[config.mk]
export PLATFORM = sky130hd
export DESIGN_NAME = pcc_parser
export DESIGN_NICKNAME = d
export VERILOG_FILES = /design/src/rtl/pcc_pkg.sv /design/src/rtl/pcc_parser.sv
export VERILOG_INCLUDE_DIRS = /design/src /design/src/rtl
export SDC_FILE = /design/constraint.sdc
export NUM_CORES = 1
export LEC_CHECK = 0
export ABC_AREA = 1
export BUFFER_PORTS_ARGS = -buffer_cell sky130_fd_sc_hd__buf_2
export CAP_MARGIN = 30
export CORE_UTILIZATION = 64
export CTS_CLUSTER_SIZE = 12
export DETAILED_ROUTE_END_ITERATION = 10
export PLACE_DENSITY = 0.88
export SYNTH_ARGS = -nofsm -noshare
export SYNTH_HDL_FRONTEND = slang
export SYNTH_SLANG_ARGS = --single-unit
[constraint.sdc]
create_clock -name clk -period 12.8 [get_ports clk]
set_input_delay 1.92 -clock clk [delete_from_list [all_inputs] [get_ports clk]]
set_output_delay 1.92 -clock clk [all_outputs]
set_load 0.01 [all_outputs]
[src/rtl/png_chunk_crc_checker_defines.svh]
// Assertion macros shared by the PNG chunk CRC checker RTL.
`ifndef PNG_CHUNK_CRC_CHECKER_DEFINES_SVH
`define PNG_CHUNK_CRC_CHECKER_DEFINES_SVH

`ifndef SYNTHESIS
// Same-cycle implication, disabled while reset is high.
`define PCC_ASSERT_HOLDS(label, clk, rst, ante, cons, msg) \
  label: assert property (@(posedge clk) disable iff (rst) (ante) |-> (cons)) \
    else $error(msg);
// Next-cycle implication, disabled while reset is high.
`define PCC_ASSERT_NEXT(label, clk, rst, ante, cons, msg) \
  label: assert property (@(posedge clk) disable iff (rst) (ante) |=> (cons)) \
    else $error(msg);
`else
`define PCC_ASSERT_HOLDS(label, clk, rst, ante, cons, msg)
`define PCC_ASSERT_NEXT(label, clk, rst, ante, cons, msg)
`endif

`endif

[src/rtl/pcc_pkg.sv]
// Types, constants and the CRC-32 byte update for the PNG chunk CRC checker.
package pcc_pkg;

  typedef enum logic [2:0] {
    PH_SIG  = 3'd0,
    PH_LEN  = 3'd1,
    PH_TYPE = 3'd2,
    PH_DATA = 3'd3,
    PH_CRC  = 3'd4,
    PH_IDLE = 3'd5
  } phase_t;

  localparam logic [1:0] ST_OK       = 2'd0;
  localparam logic [1:0] ST_MISMATCH = 2'd1;
  localparam logic [1:0] ST_BAD_SIG  = 2'd2;

  localparam logic [31:0] CRC_POLY  = 32'hEDB88320;
  localparam logic [31:0] CRC_ONES  = 32'hFFFFFFFF;
  localparam logic [31:0] TYPE_IEND = 32'h49454E44;

  localparam logic [7:0] PNG_SIG [8] = '{
    8'h89, 8'h50, 8'h4E, 8'h47, 8'h0D, 8'h0A, 8'h1A, 8'h0A
  };

  typedef struct packed {
    logic [7:0] data_byte;
    logic       start_of_file;
  } in_beat_t;

  typedef struct packed {
    logic [1:0]  status;
    logic [31:0] chunk_type;
    logic [31:0] chunk_length;
    logic [31:0] computed_crc;
    logic [31:0] stored_crc;
    logic        end_chunk;
  } result_t;

  // Reflected CRC-32 over one byte, eight shift steps unrolled.
  function automatic logic [31:0] crc_byte(input logic [31:0] crc, input logic [7:0] b);
    logic [31:0] c;
    c = crc ^ {24'd0, b};
    for (int k = 0; k < 8; k++) begin
      c = c[0] ? (CRC_POLY ^ (c >> 1)) : (c >> 1);
    end
    return c;
  endfunction

endpackage

[src/rtl/pcc_parser.sv]
// Chunk framing state machine, CRC update and result register.
`include "png_chunk_crc_checker_defines.svh"

module pcc_parser
  import pcc_pkg::*;
(
  input  logic     clk,
  input  logic     rst,
  input  logic     in_valid,
  input  in_beat_t in_beat,
  output logic     in_ready,
  output logic     out_valid,
  input  logic     out_ready,
  output result_t  out_result
);

  phase_t      phase, phase_next;
  logic [2:0]  byte_index, byte_index_next;
  logic        signature_bad, signature_bad_next;
  logic [31:0] length_reg, length_reg_next;
  logic [31:0] type_reg, type_reg_next;
  logic [31:0] remaining_count, remaining_count_next;
  logic [31:0] running_crc, running_crc_next;
  logic [31:0] trailer_crc, trailer_crc_next;

  phase_t      cur_phase;
  logic [2:0]  cur_index;
  logic        cur_bad;
  logic        sig_bad_now;
  logic        field_done;
  logic        consume;
  logic        emit;
  result_t     result;
  logic [31:0] crc_upd;
  logic [31:0] trailer_shift;
  logic [31:0] crc_final;
  logic [31:0] remaining_dec;
  logic [7:0]  b;

  // The result register frees up when it is empty or is being taken.
  assign in_ready = !out_valid || out_ready;
  assign consume  = in_valid && in_ready;
  assign b        = in_beat.data_byte;

  // A start-of-file beat restarts the signature check on this very byte.
  always_comb begin
    cur_phase = in_beat.start_of_file ? PH_SIG : phase;
    cur_index = in_beat.start_of_file ? 3'd0 : byte_index;
    cur_bad   = in_beat.start_of_file ? 1'b0 : signature_bad;
  end

  assign sig_bad_now   = cur_bad || (b != PNG_SIG[cur_index]);
  assign field_done    = (cur_index >= 3'd3);
  assign crc_upd       = crc_byte(running_crc, b);
  assign trailer_shift = {trailer_crc[23:0], b};
  assign crc_final     = running_crc ^ CRC_ONES;
  assign remaining_dec = remaining_count - 32'd1;

  always_comb begin
    phase_next = cur_phase;
    case (cur_phase)
      PH_SIG: begin
        if (cur_index == 3'd7) begin
          phase_next = sig_bad_now ? PH_IDLE : PH_LEN;
        end
      end
      PH_LEN: begin
        if (field_done) begin
          phase_next = PH_TYPE;
        end
      end
      PH_TYPE: begin
        if (field_done) begin
          phase_next = (length_reg == 32'd0) ? PH_CRC : PH_DATA;
        end
      end
      PH_DATA: begin
        if (remaining_dec == 32'd0) begin
          phase_next = PH_CRC;
        end
      end
      PH_CRC: begin
        if (field_done) begin
          phase_next = (type_reg == TYPE_IEND) ? PH_IDLE : PH_LEN;
        end
      end
      default: begin
        phase_next = PH_IDLE;
      end
    endcase
  end

  always_comb begin
    byte_index_next      = cur_index;
    signature_bad_next   = cur_bad;
    length_reg_next      = length_reg;
    type_reg_next        = type_reg;
    remaining_count_next = remaining_count;
    running_crc_next     = running_crc;
    trailer_crc_next     = trailer_crc;
    emit                 = 1'b0;
    result               = '0;
    case (cur_phase)
      PH_SIG: begin
        signature_bad_next = sig_bad_now;
        if (cur_index == 3'd7) begin
          byte_index_next = 3'd0;
          if (sig_bad_now) begin
            emit          = 1'b1;
            result.status = ST_BAD_SIG;
          end
        end else begin
          byte_index_next = cur_index + 3'd1;
        end
      end
      PH_LEN: begin
        length_reg_next = {length_reg[23:0], b};
        if (field_done) begin
          byte_index_next  = 3'd0;
          running_crc_next = CRC_ONES;
        end else begin
          byte_index_next = cur_index + 3'd1;
        end
      end
      PH_TYPE: begin
        type_reg_next    = {type_reg[23:0], b};
        running_crc_next = crc_upd;
        if (field_done) begin
          byte_index_next      = 3'd0;
          remaining_count_next = length_reg;
        end else begin
          byte_index_next = cur_index + 3'd1;
        end
      end
      PH_DATA: begin
        running_crc_next     = crc_upd;
        remaining_count_next = remaining_dec;
      end
      PH_CRC: begin
        trailer_crc_next = trailer_shift;
        if (field_done) begin
          byte_index_next     = 3'd0;
          emit                = 1'b1;
          result.status       = (crc_final == trailer_shift) ? ST_OK : ST_MISMATCH;
          result.chunk_type   = type_reg;
          result.chunk_length = length_reg;
          result.computed_crc = crc_final;
          result.stored_crc   = trailer_shift;
          result.end_chunk    = (type_reg == TYPE_IEND);
        end else begin
          byte_index_next = cur_index + 3'd1;
        end
      end
      default: begin
      end
    endcase
  end

  always_ff @(posedge clk) begin
    if (rst) begin
      phase         <= PH_SIG;
      byte_index    <= 3'd0;
      signature_bad <= 1'b0;
      running_crc   <= CRC_ONES;
      out_valid     <= 1'b0;
    end else begin
      if (consume) begin
        phase         <= phase_next;
        byte_index    <= byte_index_next;
        signature_bad <= signature_bad_next;
        running_crc   <= running_crc_next;
      end
      if (consume && emit) begin
        out_valid <= 1'b1;
      end else if (out_ready) begin
        out_valid <= 1'b0;
      end
    end
  end

  always_ff @(posedge clk) begin
    if (rst) begin
      length_reg      <= 32'd0;
      type_reg        <= 32'd0;
      remaining_count <= 32'd0;
      trailer_crc     <= 32'd0;
    end else if (consume) begin
      length_reg      <= length_reg_next;
      type_reg        <= type_reg_next;
      remaining_count <= remaining_count_next;
      trailer_crc     <= trailer_crc_next;
    end
    if (consume && emit) begin
      out_result <= result;
    end
  end

  `PCC_ASSERT_HOLDS(a_bad_sig_zero, clk, rst,
    out_valid && (out_result.status == ST_BAD_SIG),
    (out_result.chunk_type == 32'd0) && (out_result.stored_crc == 32'd0) &&
    (out_result.computed_crc == 32'd0) && !out_result.end_chunk,
    "bad-signature result carries nonzero chunk fields")
  `PCC_ASSERT_HOLDS(a_ok_means_match, clk, rst,
    out_valid && (out_result.status == ST_OK),
    out_result.computed_crc == out_result.stored_crc,
    "ok status with differing CRC values")
  `PCC_ASSERT_NEXT(a_iend_goes_idle, clk, rst,
    consume && emit && result.end_chunk,
    phase == PH_IDLE,
    "parser did not stop after the IEND chunk")
  `PCC_ASSERT_HOLDS(a_index_range, clk, rst,
    phase != PH_SIG,
    byte_index <= 3'd3,
    "byte index beyond a four-byte field")
  `PCC_ASSERT_HOLDS(a_data_count_live, clk, rst,
    phase == PH_DATA,
    remaining_count != 32'd0,
    "data phase entered with no bytes left")

endmodule

==> run metrics, run 1 <==
area added between synthesis and finish 13.5%; overall overflow remaining after global route 0; Layout fillers ~1.5k; full die area 21800 um^2; number of global-route vias before repair ~10k; HPWL reported at the end of detailed placement between 20000 and 25000 um; TritonCTS clock tree built; per-instance average area after synthesis ~8.7 um^2; core area around 20000 um^2; final setup violation count 0; Avg Vias per Cell about 5.8; cell chain of the critical path buf_2, nor2_1, inv_1, ha_1, nand2_1, o21ai_0, xor2_1, nor4_1, nand2_1, nand2_1, inv_1, o21ai_1, inv_4, buf_4; cell with the most instances after synthesis sky130_fd_sc_hd__nor2_1; starting DRC count in detailed routing between 900 and 1k; die outline width 148 um; CTS-repair resized insts 0; number of diodes 0; clock insertion delay at the later pin of the skew report about 550 ps; final hold violation count 0; Avg WL per Cell roughly 18 um; number of instances in the synthesized netlist 1560; post-CTS setup-driven buffer insertion count 0; Top reg by flops out_result; Static Leakage about 5.7 nW; Detailed Route WL 35400 um; num ports ~150; cell occurring most often along the worst timing path sky130_fd_sc_hd__nand2_1; clock buffer depth 3; biggest cell delay along the critical path about 840 ps; critical-path cell with the highest stage delay sky130_fd_sc_hd__buf_4; total routing usage reported by global routing 0.322; Critical Path Source Type input pin; path type of the worst min-delay path reg2reg; fraction of layout cells with a size suffix above 1 0.158; critical path class in2reg; pin count of the biggest net entering global routing 121; minimum setup slack in the final design just under 8000 ps; Slew @ Worst Pin ~1000 ps; portion of synthesized cell area occupied by the leading cell type 0.289; Post-route DRC 0; Synth async-reset ratio 0; initial core utilization 0.661; Die Y-Extent roughly 150 um; Synth Warn # 0; outcome completed; power density normalized to cell area between 100 and 150 nW/um^2; Max rail drop VDD between 0.1 and 0.15 mV; Final Max Slew Viols 0; flops & latches, synth 291; total standard cell area after synthesis roughly 14000 um^2; number of non-filler instances in the completed layout between 1.5k and 2k; worst slew margin relative to its limit 0.333; register clock-pin slew on the reported worst setup and hold paths roughly 60 ps; placed cell count ~1.9k; count of unique library cells instantiated by Yosys 42; H-tree levels 1; total vias in the final route roughly 11k; commonest register cell after synthesis sky130_fd_sc_hd__dfxtp_1; router iterations before antenna repair 5; number of antenna violations at the first check in global routing 0; max-capacitance violation count 0; routability-driven placement congestion ratio between 0.9 and 1; clock root cell sky130_fd_sc_hd__clkbuf_16; Mapped Nets ~1.6k; number of synthesized flops with an enable pin around 130; Nets about 1.7k; total clock buffers created by CTS 30; maximum net fanout on the critical path between 70 and 80; hold buffer count at CTS 0; worst endpoint required time about 13000 ps; critical path arrival just over 5000 ps; largest cells by area after synthesis sky130_fd_sc_hd__edfxtp_1, sky130_fd_sc_hd__dfxtp_1, sky130_fd_sc_hd__nor2_1; setup repair after global routing missed its margin false; Setup crit end kind flip-flop; cell row count between 50 and 60; global-route wire length before repair about 55000 um; Fmax a little over 0.2 GHz; Post-Route Skew about 11 ps; TritonCTS sink count 291; antenna-violating nets left 0; most area-hungry cell type in the Yosys netlist sky130_fd_sc_hd__edfxtp_1; worst slack, placed around 7300 ps; Port-buffer cells ~150; flop-to-flop setup slack 9070 ps; most frequent cells after synthesis sky130_fd_sc_hd__nor2_1, sky130_fd_sc_hd__nand2_1, sky130_fd_sc_hd__inv_1, sky130_fd_sc_hd__dfxtp_1, sky130_fd_sc_hd__a21oi_1; flip-flop count of the largest register, all copies and words added roughly 130; setup TNS after final layout 0 ps; sequential cell area fraction in the yosys report 0.525; clock period minus worst slack 4940 ps; final worst-path cycle share 0.386
-- cell usage in the layout, fill, tap and decap left out, types with 5 or more instances in the layout --
cell | Yosys | final
sky130_fd_sc_hd__nor2_1 | 247 | 245
sky130_fd_sc_hd__nor3_1 | 5 | 5
sky130_fd_sc_hd__clkbuf_1 | 43 | 16
sky130_fd_sc_hd__ha_1 | 12 | 12
sky130_fd_sc_hd__o21ai_0 | 140 | 140
sky130_fd_sc_hd__a221oi_2 | 25 | 25
sky130_fd_sc_hd__inv_1 | 182 | 180
sky130_fd_sc_hd__dfxtp_1 | 160 | 160
sky130_fd_sc_hd__o211ai_1 | 18 | 18
sky130_fd_sc_hd__inv_2 | 18 | 18
sky130_fd_sc_hd__xor2_1 | 53 | 53
sky130_fd_sc_hd__nand2_1 | 215 | 215
sky130_fd_sc_hd__edfxtp_1 | 131 | 131
sky130_fd_sc_hd__a21oi_1 | 141 | 141
sky130_fd_sc_hd__buf_4 | 2 | 11
sky130_fd_sc_hd__nor4_1 | 10 | 10
sky130_fd_sc_hd__nand4_1 | 20 | 20
sky130_fd_sc_hd__buf_2 | 24 | 145
sky130_fd_sc_hd__xnor2_1 | 27 | 27
sky130_fd_sc_hd__clkbuf_16 | 0 | 31
sky130_fd_sc_hd__o21ai_1 | 9 | 9
sky130_fd_sc_hd__nand3_1 | 37 | 37
-- power by group --
group	internal (W)	switching, W	leakage [nW]	total, W
Clock	0.000510	0.000350	0.468	0.000860
Sequential	0.000974	0.0000121	2.30	0.000986
Combinational	0.0000429	0.0000839	2.98	0.000127
Total	0.00153	0.000446	5.74	0.00197
-- through the flow --
stage	power [W]	hold WS, ps	util	area (um^2)
floorplan	0.00110	453	-	13600
global route	0.00203	514	0.750	15400
detailed placement	0.00113	475	0.702	14400
finish	0.00197	485	0.750	15400
global placement	0.00113	474	0.702	14400
CTS	0.00197	486	0.749	15400
-- final timing paths --
check	startpoint	cells after the start	endpoint
max reg2reg	byte_index[1]	14	out_result[30]
max	in_beat[0]	14	out_result[30]
min reg2reg	byte_index[1]	2	byte_index[1]
min	byte_index[1]	2	byte_index[1]
-- critical path: cells and delay by family --
kind / cells / cell delay, ps
buffers and inverters: 5 / 1810
xor gates and xnor gates: 1 / 150
AOI/OAI and AO/OA: 2 / 220
adders and majority gates: 1 / 350
and+or+nand+nor: 5 / 610
-- layer usage --
metal  wire length [um]  GRT usage  up-vias  part of all wire
met5                  0          0        -                 0
met4               1370      0.125        0             0.039
met3               2410     0.0370       89             0.068
met2              17200      0.539      539              0.49
met1              14400      0.430     5349              0.41
li1                   -          -     5399                 -
-- cell type report --
cell class | count | area [um^2] | area share
timing repair buffer | 157 | 836 | 0.0542
multi-input combinational | 996 | 5390 | 0.350
clock buffer | 51 | 891 | 0.0577
inverter | 200 | 756 | 0.0490
sequential | 291 | 7140 | 0.463
tap | 270 | 338 | 0.0219
clock inverter | 5 | 77.6 | 0.00503
-- kinds of logic (layout without fill, tap and decap cells) --
group | count (synthesis) | in the layout | synth area share
xor+xnor | 89 | 89 | 0.0639
flops | 291 | 291 | 0.525
buf+inv | 273 | 413 | 0.0798
compound gates | 350 | 350 | 0.157
fa+ha+maj | 12 | 12 | 0.0110
simple gates | 545 | 545 | 0.164
Note: power is estimated with default switching activity, not from simulation.
==> run 2, diff against run 1 <==
CORE_UTILIZATION = 53   (was 64)
PLACE_DENSITY = 0.78   (was 0.88)
clock period = 4.2 ns   (was 12.8 ns; I/O delays follow)
==> run 2 against run 1 <==
Combinational power rose to 3.1 times the previous value. Routed wire length rose by 1.1%. Final cell count rose by 3.4%. Clock skew fell by 1.4 ps. Sequential share of layout area fell by 0.27 points. Clock power rose to 2.9 times the previous value.
==> run metrics, run 2 (synthesis results as in run 1) <==
cell occurring most often along the worst timing path sky130_fd_sc_hd__nand2_1; path type of the worst min-delay path in2reg; overall overflow remaining after global route 0 (unchanged); Min-Delay Path Depth 4 (+2); Top reg by flops out_result; die outline width 162 um (+9.8%); Avg WL per Cell 17.6 um (-2.2%); area added between synthesis and finish 14.1%; Worst Hold Path EP out_valid; hold buffer count at CTS 0 (unchanged); worst slew margin relative to its limit 0.333 (+0.000787); flip-flop count of the largest register, all copies and words added 131 (unchanged); clock insertion delay at the later pin of the skew report 550 ps (about the same); maximum net fanout on the critical path 48 (-33%); Die Y-Extent 162 um (+9.8%); H-tree levels 1 (unchanged); initial core utilization 0.540 (-0.121); total routing usage reported by global routing 0.271 (-0.0510); power density normalized to cell area 381 nW/um^2 (+200%); starting DRC count in detailed routing 1079 (+10%); num ports 146 (unchanged); HPWL reported at the end of detailed placement 24900 um (+2.9%); worst hold-check slack 439 ps (-45.1 ps); fraction of layout cells with a size suffix above 1 0.163 (+0.00540); Layout fillers 2156 (+43%); setup repair after global routing missed its margin false; number of non-filler instances in the completed layout 2036 (+3.4%); total power consumption of the routed design 0.00591 W (+200%); core area 25200 um^2 (+22%); total vias in the final route 11.3k (-0.43%); startpoint of the most critical register-to-register path byte_index[1]; commonest non-fill, non-tap cell in the layout sky130_fd_sc_hd__nor2_1; antenna-violating nets left 0 (unchanged); worst endpoint required time 4430 ps (-8530 ps); Setup crit end kind flip-flop; critical path class reg2reg; Final Max Slew Viols 0 (unchanged); routability-driven placement congestion ratio 0.940 (+1.7%); Buf+Inv Stages, Crit Path 5 (unchanged); TritonCTS clock tree built; crit path launch byte_index[1]; Post-Route Skew 9.75 ps (-1.45 ps); cell family with the largest share of critical-path delay simple AND/OR/NAND/NOR gates; cell row count 58 (+12%); Worst Min Path Start out_ready; Max rail drop VDD 0.354 mV (+210%); final setup violation count 0 (unchanged); Static Leakage 5.74 nW (about the same); Avg Vias per Cell 5.56 (-3.7%); biggest cell delay along the critical path 330 ps (-510 ps); Port-buffer cells 145 (unchanged); TritonCTS sink count 291 (unchanged); highest-count cells in the layout ignoring fill and taps sky130_fd_sc_hd__nor2_1, sky130_fd_sc_hd__nand2_1, sky130_fd_sc_hd__inv_1; final worst-path cycle share 0.656; placed cell count 1979 (+3.5%); critical-path cell with the highest stage delay sky130_fd_sc_hd__buf_4; global-route wire length before repair 55900 um (+1.6%); number of antenna violations at the first check in global routing 1 (+1); destination of the worst register-to-register timing path out_result[30]; outcome completed; flop-to-flop setup slack 1440 ps (-7630 ps); post-CTS setup-driven buffer insertion count 0 (unchanged); clock buffer depth 3 (unchanged); critical path arrival 2980 ps (-2120 ps); Slew @ Worst Pin 995 ps (-1.17 ps); final hold violation count 0 (unchanged); worst-case reg-to-reg path depth 14 (unchanged); setup TNS after final layout 0 ps (unchanged); Fmax between 0.3 and 0.4 GHz; end-of-flow core utilization 0.616 (-0.134); pin count of the biggest net entering global routing 66 (-45%); Post-route DRC 0 (unchanged); clock root cell sky130_fd_sc_hd__clkbuf_16; full die area 26300 um^2 (+20%); router iterations before antenna repair 5 (unchanged); Critical Path Source Type flip-flop; Nets 1706 (+0.29%); total clock buffers created by CTS 30 (unchanged); register clock-pin slew on the reported worst setup and hold paths 60 ps (about the same); cell chain of the critical path inv_1, nor2_4, inv_2, ha_4, nand2_1, o21ai_1, xor2_1, nor4_1, nand2_1, nand2_1, inv_1, o21ai_2, clkinvlp_4, buf_4; Detailed Route WL 35800 um (+1.1%); clock period minus worst slack around 2800 ps; max-capacitance violation count 0 (unchanged); number of global-route vias before repair 10.7k (+3.2%); CTS-repair resized insts 0 (unchanged)
run 2: cell types whose count changed in the layout (fill, tap and decap cells not counted), moves of 2 or more:
cell	previous run	this run
sky130_fd_sc_hd__inv_1	180	178
sky130_fd_sc_hd__bufinv_16	2	0
sky130_fd_sc_hd__inv_2	18	20
sky130_fd_sc_hd__buf_4	11	16
run 2: tightest hold or removal path: stages:
cell and delay (ps):
sky130_fd_sc_hd__buf_2 70, sky130_fd_sc_hd__inv_1 30, sky130_fd_sc_hd__nand2_1 110, sky130_fd_sc_hd__a21oi_1 80
run 2: cell type report:
class | count | area [um^2] | area share
well taps | 330 | 413 | 0.0266
clock inverters | 4 | 25.0 | 0.00161
flip-flops and latches | 291 | 7140 | 0.460
diodes | 1 | 2.50 | 0.000161
multi-input cells | 996 | 5430 | 0.350
clock buffers | 52 | 895 | 0.0576
repair buffers | 162 | 866 | 0.0558
inverters | 200 | 757 | 0.0488
run 2: how the worst max path moves through the flow:
stage                       to  slack, ps  cells past startpoint
3_5_place_dp    out_result[22]       1080                     14
5_1_grt         out_result[30]       1170                     14
2_1_floorplan    out_result[0]        -80                     12
3_3_place_gp   out_result[106]       1150                     14
6_report        out_result[30]       1440                     14
4_1_cts         out_result[30]       1480                     14
run 2: power by group:
part           switching, W  internal (W)
clock               0.00108       0.00144
sequential        0.0000385       0.00297
combinational      0.000255      0.000133
run 2: per-stage QoR:
stage | setup slack [ps] | area (um^2)
after detailed placement | 1080 | 14600
final | 1440 | 15500
after floorplan | -80.8 | 13600
after global routing | 1170 | 15500
after CTS | 1480 | 15500
after global placement | 1150 | 14600
run 2: per-layer routing:
metal  track usage  wire, um  share of wire  vias to the layer above
met2         0.445     16900           0.47                      475
met1         0.357     14900           0.42                     5343
li1              -         -              -                     5412
met4         0.133      1670          0.047                        0
met3        0.0306      2240          0.062                       97
met5             0         0              0                        -
